File: src/sv/gbn_snd_pkg.sv
// ----------------------------------------------------------------------------
// gbn_snd_pkg : shared types and constants of the go-back-N sender window
// Widths, window geometry, sequencer states and result codes.
// ----------------------------------------------------------------------------
package gbn_snd_pkg;

  // Window geometry and frame size (frame size is a power of two).
  localparam int WINDOW_SLOTS  = 16;
  localparam int MAX_RESULTS   = 16;
  localparam int PAYLOAD_LOG2  = 10;
  localparam int PAYLOAD_BYTES = 1 << PAYLOAD_LOG2;
  localparam int SCAN_LIMIT    = (WINDOW_SLOTS < MAX_RESULTS) ? WINDOW_SLOTS : MAX_RESULTS;

  localparam int SLOT_W = (WINDOW_SLOTS > 1) ? $clog2(WINDOW_SLOTS) : 1;
  localparam int SCAN_W = $clog2(SCAN_LIMIT + 1);

  // Field widths.
  localparam int FRAME_W   = 32;
  localparam int ATTEMPT_W = 8;
  localparam int TIME_W    = 32;
  localparam int RTT_W     = 16;
  localparam int LEN_W     = 16;
  localparam int WSIZE_W   = 5;
  localparam int TOTAL_W   = 40;
  localparam int FIN_W     = TOTAL_W - PAYLOAD_LOG2;

  // Stream packing.
  localparam int IN_DATA_W  = 72;
  localparam int OUT_DATA_W = 80;
  localparam int CFG_IDX_W  = 2;

  // Divide-by-five unit: two quotient bits per step.
  localparam int DIV_W     = TIME_W + 2;
  localparam int DIV_STEPS = DIV_W / 2;
  localparam int DIV_CNT_W = $clog2(DIV_STEPS);

  localparam logic [CFG_IDX_W-1:0] CFG_WINDOW_SIZE = 2'd0;
  localparam logic [CFG_IDX_W-1:0] CFG_INITIAL_RTT = 2'd1;
  localparam logic [CFG_IDX_W-1:0] CFG_TOTAL_BYTES = 2'd2;

  typedef enum logic [2:0] {
    ST_IDLE,
    ST_ACK,
    ST_DIV,
    ST_SCAN,
    ST_FLUSH
  } state_t;

  typedef enum logic {
    FUNC_ACK  = 1'b0,
    FUNC_SCAN = 1'b1
  } func_t;

  typedef enum logic [1:0] {
    KIND_ACK_OK  = 2'd0,
    KIND_ACK_REJ = 2'd1,
    KIND_SEND    = 2'd2,
    KIND_NONE    = 2'd3
  } kind_t;

  typedef struct packed {
    kind_t                kind;
    logic [FRAME_W-1:0]   frame;
    logic [ATTEMPT_W-1:0] attempt;
    logic [LEN_W-1:0]     len;
    logic                 fin;
  } result_t;

endpackage

File: src/sv/go_back_n_sender_window.sv
// ----------------------------------------------------------------------------
// go_back_n_sender_window : go-back-N sender window controller
// Retires window slots on acks, refreshes the rtt estimate and issues send
// commands for slots that are new or timed out.
// ----------------------------------------------------------------------------
// Usage:
//   in_*  : one beat is an event. tuser selects ack (0) or timer scan (1);
//           tdata carries ack frame, ack attempt and the current time in ms.
//   out_* : result beats. tuser is the result kind, tlast marks the final
//           beat caused by one event.
//   cfg_* : register writes (window size, initial rtt, total bytes), always
//           taken; write only while the block is idle.
// Timing: one event at a time. An ack that refreshes the rtt passes through
//   the divide-by-five unit, which retires two quotient bits a cycle. A scan
//   visits window slots up to window_size (clamped to 1..SCAN_LIMIT) and
//   stalls while a send beat has to wait for the receiver.
// Reset clears the window, the frame counters and the completion flag, and
//   loads the default registers (rtt estimate = 100 ms).
// Receiver stall: the output register holds its beat; the scan stops on a
//   second due slot until the held beat is taken.
// ----------------------------------------------------------------------------
module go_back_n_sender_window (
  input  logic                                  clk,
  input  logic                                  rst_n,
  // tdata: ack_frame[31:0], ack_attempt[39:32], now_ms[71:40]
  input  logic [gbn_snd_pkg::IN_DATA_W-1:0]     in_tdata,
  // tuser: func
  input  logic                                  in_tuser,
  input  logic                                  in_tvalid,
  output logic                                  in_tready,
  // tdata: frame_number[31:0], attempt[39:32], payload_length[55:40],
  //        final_frame[56], all_acked[57], rtt_ms[73:58], zero[79:74]
  output logic [gbn_snd_pkg::OUT_DATA_W-1:0]    out_tdata,
  // tuser: kind
  output logic [1:0]                            out_tuser,
  output logic                                  out_tlast,
  output logic                                  out_tvalid,
  input  logic                                  out_tready,
  input  logic                                  cfg_valid,
  output logic                                  cfg_ready,
  input  logic [gbn_snd_pkg::CFG_IDX_W-1:0]     cfg_index,
  input  logic [gbn_snd_pkg::TOTAL_W-1:0]       cfg_data
);

  localparam int FRAME_W   = gbn_snd_pkg::FRAME_W;
  localparam int ATTEMPT_W = gbn_snd_pkg::ATTEMPT_W;
  localparam int TIME_W    = gbn_snd_pkg::TIME_W;
  localparam int RTT_W     = gbn_snd_pkg::RTT_W;
  localparam int LEN_W     = gbn_snd_pkg::LEN_W;
  localparam int SLOTS     = gbn_snd_pkg::WINDOW_SLOTS;
  localparam int SLOT_W    = gbn_snd_pkg::SLOT_W;
  localparam int SCAN_W    = gbn_snd_pkg::SCAN_W;
  localparam int FIN_W     = gbn_snd_pkg::FIN_W;
  localparam int TOTAL_W   = gbn_snd_pkg::TOTAL_W;
  localparam int DIV_W     = gbn_snd_pkg::DIV_W;
  localparam int DIV_CNT_W = gbn_snd_pkg::DIV_CNT_W;
  localparam int P_LOG2    = gbn_snd_pkg::PAYLOAD_LOG2;

  // Configuration registers.
  logic [gbn_snd_pkg::WSIZE_W-1:0] wsize_r, wsize_nxt;
  logic [RTT_W-1:0]                init_rtt_r, init_rtt_nxt;
  logic [TOTAL_W-1:0]              total_r, total_nxt;

  // Sender state.
  gbn_snd_pkg::state_t   state_r, state_nxt;
  logic [FRAME_W-1:0]    nae_r, nae_nxt;          // next ack expected
  logic [RTT_W-1:0]      rtt_r, rtt_nxt;
  logic                  final_acked_r, final_acked_nxt;
  logic [TIME_W-1:0]     slot_time_r [SLOTS];
  logic [TIME_W-1:0]     slot_time_nxt [SLOTS];
  logic [ATTEMPT_W-1:0]  slot_cnt_r [SLOTS];
  logic [ATTEMPT_W-1:0]  slot_cnt_nxt [SLOTS];
  logic [SLOTS-1:0]      slot_sent_r, slot_sent_nxt;

  // Latched event.
  logic                  ev_func_r, ev_func_nxt;
  logic [FRAME_W-1:0]    ev_frame_r, ev_frame_nxt;
  logic [ATTEMPT_W-1:0]  ev_att_r, ev_att_nxt;
  logic [TIME_W-1:0]     ev_now_r, ev_now_nxt;

  // Sequencer working registers.
  logic [SCAN_W-1:0]     idx_r, idx_nxt;
  gbn_snd_pkg::result_t  pend_r, pend_nxt;
  logic                  pend_valid_r, pend_valid_nxt;
  logic [DIV_W-1:0]      div_q_r, div_q_nxt;
  logic [2:0]            div_rem_r, div_rem_nxt;
  logic [DIV_CNT_W-1:0]  div_cnt_r, div_cnt_nxt;

  // Output register.
  gbn_snd_pkg::result_t  out_res_r, out_res_nxt;
  logic                  out_valid_r, out_valid_nxt;
  logic                  out_last_r, out_last_nxt;
  logic                  out_all_r, out_all_nxt;
  logic [RTT_W-1:0]      out_rtt_r, out_rtt_nxt;

  // Frame layout derived from total_bytes.
  logic [FIN_W-1:0]      fin_idx;
  logic [FRAME_W-1:0]    fin_frame;
  logic [TOTAL_W-1:0]    tail_bytes;
  logic [LEN_W-1:0]      last_len;
  logic [TOTAL_W-1:0]    total_m1;

  // Scan and ack datapath.
  logic [SCAN_W-1:0]     ws_eff;
  logic [SLOT_W-1:0]     sidx;
  logic [FRAME_W-1:0]    scan_frame;
  logic [TIME_W-1:0]     scan_age;
  logic                  scan_end;
  logic                  scan_due;
  logic                  out_free;
  logic                  ack_reject;
  logic                  ack_fin;
  logic                  rtt_refresh;
  logic [TIME_W-1:0]     meas;

  // Divide-by-five step: two quotient bits.
  logic [3:0]            dv_t1, dv_t2;
  logic                  dv_ge1, dv_ge2;
  logic [2:0]            dv_r1, dv_r2;
  logic [DIV_W-1:0]      dv_q1, dv_q2;

  function automatic logic [LEN_W-1:0] frame_len(input logic [FRAME_W-1:0] f,
                                                 input logic [FRAME_W-1:0] fin,
                                                 input logic [LEN_W-1:0]   tail);
    logic [LEN_W-1:0] len;
    if (f < fin) begin
      len = LEN_W'(gbn_snd_pkg::PAYLOAD_BYTES);
    end else if (f == fin) begin
      len = tail;
    end else begin
      len = '0;
    end
    return len;
  endfunction

  assign total_m1   = total_r - TOTAL_W'(1);
  assign fin_idx    = (total_r == '0) ? '0 : total_m1[TOTAL_W-1:P_LOG2];
  assign fin_frame  = FRAME_W'(fin_idx);
  assign tail_bytes = total_r - (TOTAL_W'(fin_idx) << P_LOG2);
  assign last_len   = tail_bytes[LEN_W-1:0];

  // Clamp window size to 1..SCAN_LIMIT.
  always_comb begin
    if (wsize_r == '0) begin
      ws_eff = SCAN_W'(1);
    end else if (32'(wsize_r) > gbn_snd_pkg::SCAN_LIMIT) begin
      ws_eff = SCAN_W'(gbn_snd_pkg::SCAN_LIMIT);
    end else begin
      ws_eff = SCAN_W'(wsize_r);
    end
  end

  assign sidx       = idx_r[SLOT_W-1:0];
  assign scan_frame = nae_r + FRAME_W'(idx_r);
  assign scan_age   = ev_now_r - slot_time_r[sidx];
  assign scan_end   = (idx_r >= ws_eff) || final_acked_r || (scan_frame > fin_frame);
  assign scan_due   = !slot_sent_r[sidx] ||
                      (scan_age > TIME_W'({rtt_r, 1'b0}));

  assign ack_reject  = final_acked_r || (ev_frame_r != nae_r) || !slot_sent_r[0];
  assign ack_fin     = (ev_frame_r == fin_frame);
  assign rtt_refresh = (ev_att_r == (slot_cnt_r[0] - ATTEMPT_W'(1)));
  assign meas        = ev_now_r - slot_time_r[0];

  assign out_free = !out_valid_r || out_tready;

  assign dv_t1  = {div_rem_r, div_q_r[DIV_W-1]};
  assign dv_ge1 = (dv_t1 >= 4'd5);
  assign dv_r1  = dv_ge1 ? 3'(dv_t1 - 4'd5) : dv_t1[2:0];
  assign dv_q1  = {div_q_r[DIV_W-2:0], dv_ge1};
  assign dv_t2  = {dv_r1, dv_q1[DIV_W-1]};
  assign dv_ge2 = (dv_t2 >= 4'd5);
  assign dv_r2  = dv_ge2 ? 3'(dv_t2 - 4'd5) : dv_t2[2:0];
  assign dv_q2  = {dv_q1[DIV_W-2:0], dv_ge2};

  // Next state and datapath.
  always_comb begin
    logic                 push;
    logic                 push_last;
    gbn_snd_pkg::result_t push_res;

    state_nxt       = state_r;
    wsize_nxt       = wsize_r;
    init_rtt_nxt    = init_rtt_r;
    total_nxt       = total_r;
    nae_nxt         = nae_r;
    rtt_nxt         = rtt_r;
    final_acked_nxt = final_acked_r;
    slot_time_nxt   = slot_time_r;
    slot_cnt_nxt    = slot_cnt_r;
    slot_sent_nxt   = slot_sent_r;
    ev_func_nxt     = ev_func_r;
    ev_frame_nxt    = ev_frame_r;
    ev_att_nxt      = ev_att_r;
    ev_now_nxt      = ev_now_r;
    idx_nxt         = idx_r;
    pend_nxt        = pend_r;
    pend_valid_nxt  = pend_valid_r;
    div_q_nxt       = div_q_r;
    div_rem_nxt     = div_rem_r;
    div_cnt_nxt     = div_cnt_r;
    push            = 1'b0;
    push_last       = 1'b0;
    push_res        = pend_r;

    case (state_r)
      gbn_snd_pkg::ST_IDLE: begin
        if (in_tvalid) begin
          ev_func_nxt    = in_tuser;
          ev_frame_nxt   = in_tdata[31:0];
          ev_att_nxt     = in_tdata[39:32];
          ev_now_nxt     = in_tdata[71:40];
          idx_nxt        = '0;
          pend_valid_nxt = 1'b0;
          state_nxt      = (gbn_snd_pkg::func_t'(in_tuser) == gbn_snd_pkg::FUNC_SCAN) ?
                           gbn_snd_pkg::ST_SCAN : gbn_snd_pkg::ST_ACK;
        end
      end

      gbn_snd_pkg::ST_ACK: begin
        pend_valid_nxt   = 1'b1;
        pend_nxt.frame   = ev_frame_r;
        pend_nxt.attempt = ev_att_r;
        if (ack_reject) begin
          pend_nxt.kind = gbn_snd_pkg::KIND_ACK_REJ;
          pend_nxt.len  = '0;
          pend_nxt.fin  = 1'b0;
          state_nxt     = gbn_snd_pkg::ST_FLUSH;
        end else begin
          pend_nxt.kind = gbn_snd_pkg::KIND_ACK_OK;
          pend_nxt.len  = frame_len(ev_frame_r, fin_frame, last_len);
          pend_nxt.fin  = ack_fin;
          // Retire the oldest slot and slide the window.
          for (int i = 0; i < SLOTS - 1; i++) begin
            slot_time_nxt[i] = slot_time_r[i+1];
            slot_cnt_nxt[i]  = slot_cnt_r[i+1];
            slot_sent_nxt[i] = slot_sent_r[i+1];
          end
          slot_time_nxt[SLOTS-1] = '0;
          slot_cnt_nxt[SLOTS-1]  = '0;
          slot_sent_nxt[SLOTS-1] = 1'b0;
          nae_nxt = nae_r + FRAME_W'(1);
          if (ack_fin) begin
            final_acked_nxt = 1'b1;
          end
          if (rtt_refresh) begin
            div_q_nxt   = DIV_W'(meas) + DIV_W'({rtt_r, 2'b00});
            div_rem_nxt = '0;
            div_cnt_nxt = '0;
            state_nxt   = gbn_snd_pkg::ST_DIV;
          end else begin
            state_nxt = gbn_snd_pkg::ST_FLUSH;
          end
        end
      end

      gbn_snd_pkg::ST_DIV: begin
        div_q_nxt   = dv_q2;
        div_rem_nxt = dv_r2;
        div_cnt_nxt = div_cnt_r + DIV_CNT_W'(1);
        if (div_cnt_r == DIV_CNT_W'(gbn_snd_pkg::DIV_STEPS - 1)) begin
          // Saturate the new estimate to 16 bits.
          rtt_nxt   = (|dv_q2[DIV_W-1:RTT_W]) ? '1 : dv_q2[RTT_W-1:0];
          state_nxt = gbn_snd_pkg::ST_FLUSH;
        end
      end

      gbn_snd_pkg::ST_SCAN: begin
        if (scan_end) begin
          state_nxt = gbn_snd_pkg::ST_FLUSH;
        end else if (!scan_due) begin
          idx_nxt = idx_r + SCAN_W'(1);
        end else if (!pend_valid_r || out_free) begin
          // Release the previous send beat; hold this one until the next is known.
          push             = pend_valid_r;
          pend_valid_nxt   = 1'b1;
          pend_nxt.kind    = gbn_snd_pkg::KIND_SEND;
          pend_nxt.frame   = scan_frame;
          pend_nxt.attempt = slot_cnt_r[sidx];
          pend_nxt.len     = frame_len(scan_frame, fin_frame, last_len);
          pend_nxt.fin     = (scan_frame == fin_frame);
          slot_time_nxt[sidx] = ev_now_r;
          slot_sent_nxt[sidx] = 1'b1;
          if (slot_cnt_r[sidx] != '1) begin
            slot_cnt_nxt[sidx] = slot_cnt_r[sidx] + ATTEMPT_W'(1);
          end
          idx_nxt = idx_r + SCAN_W'(1);
        end
      end

      gbn_snd_pkg::ST_FLUSH: begin
        if (out_free) begin
          push      = 1'b1;
          push_last = 1'b1;
          if (!pend_valid_r) begin
            push_res.kind    = gbn_snd_pkg::KIND_NONE;
            push_res.frame   = '0;
            push_res.attempt = '0;
            push_res.len     = '0;
            push_res.fin     = 1'b0;
          end
          pend_valid_nxt = 1'b0;
          state_nxt      = gbn_snd_pkg::ST_IDLE;
        end
      end

      default: begin
        state_nxt = gbn_snd_pkg::ST_IDLE;
      end
    endcase

    // Output register: load on push, drop once taken.
    out_res_nxt   = out_res_r;
    out_last_nxt  = out_last_r;
    out_all_nxt   = out_all_r;
    out_rtt_nxt   = out_rtt_r;
    out_valid_nxt = out_valid_r;
    if (push) begin
      out_valid_nxt = 1'b1;
      out_res_nxt   = push_res;
      out_last_nxt  = push_last;
      out_all_nxt   = final_acked_r;
      out_rtt_nxt   = rtt_r;
    end else if (out_tready) begin
      out_valid_nxt = 1'b0;
    end

    // Register writes; initial rtt also reloads the estimate.
    if (cfg_valid) begin
      case (cfg_index)
        gbn_snd_pkg::CFG_WINDOW_SIZE: wsize_nxt = cfg_data[gbn_snd_pkg::WSIZE_W-1:0];
        gbn_snd_pkg::CFG_INITIAL_RTT: begin
          init_rtt_nxt = cfg_data[RTT_W-1:0];
          rtt_nxt      = cfg_data[RTT_W-1:0];
        end
        gbn_snd_pkg::CFG_TOTAL_BYTES: total_nxt = cfg_data;
        default: ;
      endcase
    end
  end

  // Control state.
  always_ff @(posedge clk) begin
    if (!rst_n) begin
      state_r       <= gbn_snd_pkg::ST_IDLE;
      wsize_r       <= gbn_snd_pkg::WSIZE_W'(15);
      init_rtt_r    <= RTT_W'(100);
      total_r       <= TOTAL_W'(1);
      nae_r         <= '0;
      rtt_r         <= RTT_W'(100);
      final_acked_r <= 1'b0;
      slot_sent_r   <= '0;
      pend_valid_r  <= 1'b0;
      out_valid_r   <= 1'b0;
      idx_r         <= '0;
      div_cnt_r     <= '0;
      for (int i = 0; i < SLOTS; i++) begin
        slot_time_r[i] <= '0;
        slot_cnt_r[i]  <= '0;
      end
    end else begin
      state_r       <= state_nxt;
      wsize_r       <= wsize_nxt;
      init_rtt_r    <= init_rtt_nxt;
      total_r       <= total_nxt;
      nae_r         <= nae_nxt;
      rtt_r         <= rtt_nxt;
      final_acked_r <= final_acked_nxt;
      slot_sent_r   <= slot_sent_nxt;
      pend_valid_r  <= pend_valid_nxt;
      out_valid_r   <= out_valid_nxt;
      idx_r         <= idx_nxt;
      div_cnt_r     <= div_cnt_nxt;
      slot_time_r   <= slot_time_nxt;
      slot_cnt_r    <= slot_cnt_nxt;
    end
  end

  // Payload registers.
  always_ff @(posedge clk) begin
    ev_func_r  <= ev_func_nxt;
    ev_frame_r <= ev_frame_nxt;
    ev_att_r   <= ev_att_nxt;
    ev_now_r   <= ev_now_nxt;
    pend_r     <= pend_nxt;
    div_q_r    <= div_q_nxt;
    div_rem_r  <= div_rem_nxt;
    out_res_r  <= out_res_nxt;
    out_last_r <= out_last_nxt;
    out_all_r  <= out_all_nxt;
    out_rtt_r  <= out_rtt_nxt;
  end

  assign in_tready  = (state_r == gbn_snd_pkg::ST_IDLE);
  assign cfg_ready  = 1'b1;
  assign out_tvalid = out_valid_r;
  assign out_tlast  = out_last_r;
  assign out_tuser  = out_res_r.kind;
  assign out_tdata  = {6'b0, out_rtt_r, out_all_r, out_res_r.fin, out_res_r.len,
                       out_res_r.attempt, out_res_r.frame};

  // The latched function code selects the path only through the state taken.
  a_func_path: assert property (@(posedge clk) disable iff (!rst_n)
    (state_r == gbn_snd_pkg::ST_SCAN) |-> (ev_func_r == gbn_snd_pkg::FUNC_SCAN))
    else $error("scan running for an ack event");

  a_busy_after_accept: assert property (@(posedge clk) disable iff (!rst_n)
    (in_tvalid && in_tready) |=> !in_tready)
    else $error("second event taken while one is in progress");

  a_scan_bound: assert property (@(posedge clk) disable iff (!rst_n)
    (state_r == gbn_snd_pkg::ST_SCAN) |-> (idx_r <= ws_eff))
    else $error("scan index past window size");

  a_div_has_ack: assert property (@(posedge clk) disable iff (!rst_n)
    (state_r == gbn_snd_pkg::ST_DIV) |->
      (pend_valid_r && pend_r.kind == gbn_snd_pkg::KIND_ACK_OK))
    else $error("rtt refresh without accepted ack");

  a_done_sticky: assert property (@(posedge clk) disable iff (!rst_n)
    !$fell(final_acked_r))
    else $error("completion flag cleared");

endmodule
File: config.mk
export PLATFORM = sky130hd
export DESIGN_NAME = go_back_n_sender_window
export DESIGN_NICKNAME = d
export VERILOG_FILES = /design/src/sv/gbn_snd_pkg.sv /design/src/sv/go_back_n_sender_window.sv
export SDC_FILE = /design/constraint.sdc
export NUM_CORES = 2
export LEC_CHECK = 0
export CAP_MARGIN = 20
export CORE_MARGIN = 2
export CORE_UTILIZATION = 55
export DETAILED_ROUTE_END_ITERATION = 8
export DONT_BUFFER_PORTS = 1
export GPL_TIMING_DRIVEN = 0
export HOLD_SLACK_MARGIN = 0.15
export PLACE_DENSITY = 0.7
export SKIP_CTS_REPAIR_TIMING = 1
export SLEW_MARGIN = 10
export SYNTH_ARGS = -nofsm -noshare
export SYNTH_HDL_FRONTEND = slang
export SYNTH_SLANG_ARGS = --single-unit
File: constraint.sdc
create_clock -name clk -period 16.1 [get_ports clk]
set_input_delay 4.83 -clock clk [delete_from_list [all_inputs] [get_ports clk]]
set_output_delay 4.83 -clock clk [all_outputs]
set_load 0.03 [all_outputs]
Word level (Yosys, flattened, before mapping):

Index checks and enable logic that the tools add are counted.

* add/sub/neg operators: 13
* order comparisons: 12
* equal/unequal tests: 23
* multiplexer cells: 90
* bitwise logic cells: 3
* reductions and logical operators: 35

Operator list (number)
* 512-bit two-way mux: 4
* 512-bit one-hot mux with 2 select lines: 1
* 128-bit two-way mux: 5
* 512-bit bitwise mux: 1
* 59-bit two-way mux: 6
* 128-bit one-hot mux with 2 select lines: 1
* 16-bit two-way mux: 13
* 32-bit binary-select mux with 4-bit select: 1
* 128-bit bitwise mux: 1
* 32-bit demux with 4-bit select: 1
* 59-bit one-hot mux with 2 select lines: 1
* 32-bit two-way mux: 3
* 34-bit two-way mux: 2
* 34-bit one-hot mux with 2 select lines: 1
* 32-bit by 30-bit == test with 1-bit output: 2
* 32-bit by 30-bit less-than comparator with 1-bit output: 2
* 32-bit subtractor: 2
* 40-bit zero test: 1
* 5-bit two-way mux: 8
* 40-bit by 1-bit subtractor with 40-bit output, second input constant: 1
* 32-bit by 18-bit adder with 33-bit output: 1
* 32-bit by 1-bit adder with 32-bit output, second input constant: 1
* 32-bit by 5-bit adder with 32-bit output: 1
* 8-bit binary-select mux with 4-bit select: 1
* 57 further kinds: 115

* bits in registers: 1010
* input bits: 120
* output and inout bits: 86
* logic and storage cells: 237

Depth between registers and ports, before layout:

* depth after elaboration: 11
* gate-level depth with buffers: 34
* gate-level depth less buffers: 23

Least setup slack after synthesis:

OpenSTA, ideal clock, no wires.

* path kind: reg-to-reg
* from: register idx_r[1]
* to: register out_all_r (enable)
* library setup time: 0.621 ns
* arrival: 12.198 ns
* data required time: 15.479 ns
* path slack: 3.281 ns
* stages on the path, launching flop included: 30
* path buffers: 8
* period minus slack after synthesis: 12.819 ns
* cell sequence: dfxtp_1 clkbuf_1 buf_1 clkbuf_1 buf_1 clkbuf_1 clkbuf_1 mux4_2 mux4_2 inv_1 ha_1 nor2b_1 o2111a_1 o211ai_1 a31oi_1 nor2_1 nor2_1 xor2_1 ha_1 nand4_1 nor2_1 o31ai_1 a311o_1 o2111a_1 nand4_1 or4_4 a2111oi_4 buf_6 buf_8 o21ai_0

* word-level cells in the longest chain between the ends: 10
* elaborated cells on any way between the ends: 18
* classes of those cells: add/sub (2); order compare (3); mux (8); bitwise (1); reduce/logical (4)

RTL lines
* from (decl): RTL line go_back_n_sender_window.sv:82 `logic [SCAN_W-1:0] idx_r, idx_nxt;`
* from (signal assigned): RTL line go_back_n_sender_window.sv:372 `idx_r <= idx_nxt;`
* 4-bit NOT with 5-bit output (implied by the code): RTL line go_back_n_sender_window.sv:155 `assign scan_age = ev_now_r - slot_time_r[sidx];`
* 32-bit binary-select mux with 4-bit select: RTL line go_back_n_sender_window.sv:155
* 32-bit two-way mux (implied by the code) (2 in series): RTL line go_back_n_sender_window.sv:155
* 32-bit subtractor: RTL line go_back_n_sender_window.sv:155
* 32-bit by 17-bit > comparator with 1-bit output: RTL line go_back_n_sender_window.sv:158 `(scan_age > TIME_W'({rtt_r, 1'b0}));`
* 1-bit logical OR: RTL line go_back_n_sender_window.sv:157 `assign scan_due = !slot_sent_r[sidx] ||`
* 1-bit two-way mux: RTL line go_back_n_sender_window.sv:271 `end else if (!scan_due) begin`
* 1-bit two-way mux *: RTL line go_back_n_sender_window.sv:269 `if (scan_end) begin`
* 1-bit one-hot mux with 2 select lines *: RTL line go_back_n_sender_window.sv:206 `case (state_r)`
* to (signal assigned): RTL line go_back_n_sender_window.sv:390 `out_all_r <= out_all_nxt;`
* to (decl): RTL line go_back_n_sender_window.sv:93 `logic out_all_r, out_all_nxt;`

Every way passes the cells marked *; elsewhere a longest branch is shown, timed or not. The select of a mux whose other input is x is not followed.
A chain may end at the register's enable or synchronous reset.

Worst setup path after layout:

* from: register idx_r[1]
* to: register slot_time_r[22] in the netlist's numbering

* word-level cells in the longest chain between the ends: 10
* elaborated cells on any way between the ends: 28
* classes of those cells: add/sub (2); order compare (5); eq/ne (2); mux (12); bitwise (1); reduce/logical (6)

RTL lines
* parallel branches: the longest is 10 deep, another holds 32-bit subtractor
* to (signal assigned): RTL line go_back_n_sender_window.sv:374 `slot_time_r <= slot_time_nxt;`
* to (decl): RTL line go_back_n_sender_window.sv:69 `logic [TIME_W-1:0] slot_time_r [SLOTS];`

Several ways; the timed one is not identified. The select of a mux whose other input is x is not followed.

==> summary.txt <==
Synthesis
  – Yosys top cell area share: between 20% and 30%
  – Synthesis-stage register bit count: 1010
  – Cell taking the most area after synthesis: dfxtp_1
  – Post-synth ARST share: 0%
  – Cell count after synthesis: 5848
  – Yosys warnings: 0
  – Largest cells by area after synthesis: dfxtp_1, edfxtp_1, mux4_2
  – Syn Area/Cell: 9.40 sq um
  – Post-synth cell types: 86
  – EDFF count, synth: 245
  – Top FF cell, synth: dfxtp_1
  – Seq/Total Area, Yosys: 41.2%
  – Mapped Area: between 50000 and 60000 sq um

Setup path
  – Most frequent cell on the critical path: clkbuf_1
  – CP Class: flop to flop
  – Reg2Reg Depth: 29
  – Critical-path top delay cell: clkbuf_1
  – Critical Path Source Type: flop
  – WP data required: around 17 ns
  – CP Capture Type: flop
  – Crit-path max cell delay: around 0.90 ns
  – Max FO, Critical Path: 10
  – WP data arrival: 13.01 ns

Detailed routing
  – Top Metal Used: met5
  – Routed wire length: between 150000 and 200000 um
  – Post-route DRC: 0
  – Via density: 6.38
  – DR WL/cell: between 20 and 25 um
  – Met2 wire length: roughly 80000 um
  – Met3 wire len: roughly 18000 um
  – DRT Pass-1 Iters: 6
  – DR iter-0 viols: around 6000
  – WL met1: ~76000 um
  – Total number of vias: about 47000
  – Antenna-violating nets left: 0

CTS
  – CTS root buf: clkbuf_16
  – CTS buffer count: 108
  – CTS H-tree lvls: 3
  – Clock Pin Slew Worst Setup and Hold Paths: approximately 0.070 ns
  – Clock Tree Buf Depth: 3
  – CTS Sinks: 1010
  – Clock latency on the worst-skew pair: roughly 0.7 ns
  – CTS tree: built

Flow run
  – Max-Cap Viols: 0

Global routing
  – Antenna violations before repair: 8
  – GR Util All Layers: roughly a third
  – Vias in the first global route: about 45000
  – Overflow after GRT: 0
  – First-pass GRT wire length: between 200000 and 300000 um
  – Largest net degree at the start of global routing: 60

Timing
  – Setup TNS: 0 ns
  – Rel. slew slack: between 20% and 30%
  – Tcrit/Tclk final: 77.2%
  – Slew @ Worst Pin: ~1.2 ns
  – FMAX: approximately 0.080 GHz
  – Final setup viols: 0
  – Min cycle time layout: 12.43 ns
  – Unrepaired setup endpoints after global routing: false
  – Clock skew: ~0.035 ns
  – Max-slew violation count: 0
  – Hold Vio Cnt, Final: 0

Min path
  – Cells on Worst Hold Path: 2
  – Hold WC Path Type: flop to flop

Placed design
  – Post-Place Cells: 7146
  – GP Congestion: between 0.9 and 1
  – Detailed placer's ending HPWL: ~140000 um
  – Port Buffer Count: 0

Finish
  – Share of layout cells above drive strength 1: roughly 8.6%
  – Post-route insts no fill: roughly 7400
  – Most common cell after layout, fill and taps aside: dfxtp_1
  – Most frequent cells in the layout: dfxtp_1, nor2_1, nand2_1
  – Syn-to-layout area delta: 10.0%
  – Fillers: ~8500
  – # nets final: between 6000 and 7000

Status
  – Status: finished clean

Power
  – Maximum vdd drop: about 110 uV
  – PwrDens: 123 nW/um^2
  – Leakage power: 20.1 nW

Floorplan
  – Chip Width: 320 um
  – Die ar.: between 100000 and 150000 sq um
  – Initial Util: 55.7%
  – Die height: roughly 320 um
  – Area of the core: 98700 sq um
  – Site row count: ~120
  – # IOs: 206
synth_stat cells (27+ instances only):
master,instances
a22oi_1,486
nand2b_1,36
nand4_1,43
nand3_1,72
o21ai_0,209
nor2b_1,116
o21a_1,27
dfxtp_1,765
edfxtp_1,245
a211oi_1,504
a21o_1,27
xnor2_1,98
inv_1,119
buf_2,70
a32o_1,32
mux2i_1,119
a21oi_1,218
nor2_1,715
mux4_2,204
nand2_1,573
and2_1,30
nor3_1,54
ha_1,183
buf_1,63
xor2_1,98
clkbuf_1,406
layer usage:
layer | vias to the layer above | global-route usage (%)
li1 | 21900 | -
met1 | 22500 | 48.0
met2 | 2228 | 53.5
met3 | 295 | 6.45
met4 | 10 | 12.1
met5 | - | 0
cells by family after synthesis:
| group | Yosys count | synth area share, % |
|---|---|---|
| other | 2 | 0.0137 |
| xor gates and xnor gates | 197 | 3.15 |
| and+or+nand+nor | 1776 | 14.3 |
| AOI/OAI and AO/OA | 1672 | 21.5 |
| adders and majority gates | 187 | 4.31 |
| DFF | 1010 | 41.2 |
| buffers and inverters | 679 | 4.96 |
| muxes | 325 | 10.6 |
critical path, delay by kind of cell, from the launching register on:
kind,cells,cell delay (ns)
XOR/XNOR,1,0.14
adder cells (fa/ha/maj),3,0.96
AND/OR/NAND/NOR,7,1.77
buffers and inverters,8,5.16
multiplexers,2,1.12
flip-flops,1,0.80
AO/OA/AOI/OAI,8,2.33
metrics by stage:
stage / power (W) / utilization, % / worst slack [ns] / hold WS, ns / cell area (sq um)
floorplan: 0.00432 / - / 3.28 / 0.442 / 55000
finish: 0.00743 / 61.3 / 3.67 / 0.468 / 60500
CTS: 0.00741 / 61.2 / 3.96 / 0.469 / 60500
global placement: 0.00482 / 57.4 / -2.44 / 0.455 / 56600
global route: 0.00773 / 61.3 / 3.47 / 0.490 / 60500
detailed placement: 0.00485 / 57.5 / 4.00 / 0.461 / 56800
flip-flops by register name (all words and copies together), names as in the netlist, 16 cells and up:
signal	count
out_rtt_r	16
slot_cnt_r	128
ev_frame_r	32
total_r	40
slot_time_r	512
rtt_r	16
pend_r	59
div_q_r	34
ev_now_r	32
slot_sent_r	16
nae_r	32
out_tdata	57
path summary, 6_finish.rpt:
check / startpoint / endpoint / slack (ns)
max reg2reg: idx_r[1] / slot_time_r[22] / 3.67
max: idx_r[1] / slot_time_r[22] / 3.67
min reg2reg: total_r[2] / total_r[2] / 0.47
min: total_r[2] / total_r[2] / 0.47
final cells by class:
class	instances	area [sq um]	share of cell area [%]
Clock buffer	156	3070	5.07
Tap cell	1287	1610	2.66
Sequential cell	1010	22700	37.5
Antenna cell	2	5.00	0.00827
Buffer	557	2270	3.75
Multi-Input combinational cell	4164	29600	49.0
Timing Repair Buffer	10	180	0.298
Inverter	122	458	0.757
Clock inverter	48	596	0.984
power breakdown:
part | switching (W) | leakage, nW | internal (W)
registers | 0.000241 | 8.46 | 0.00289
logic | 0.00109 | 9.88 | 0.000622
clock network | 0.00107 | 1.79 | 0.00152
No activity file was read; power rests on OpenSTA's default activity.
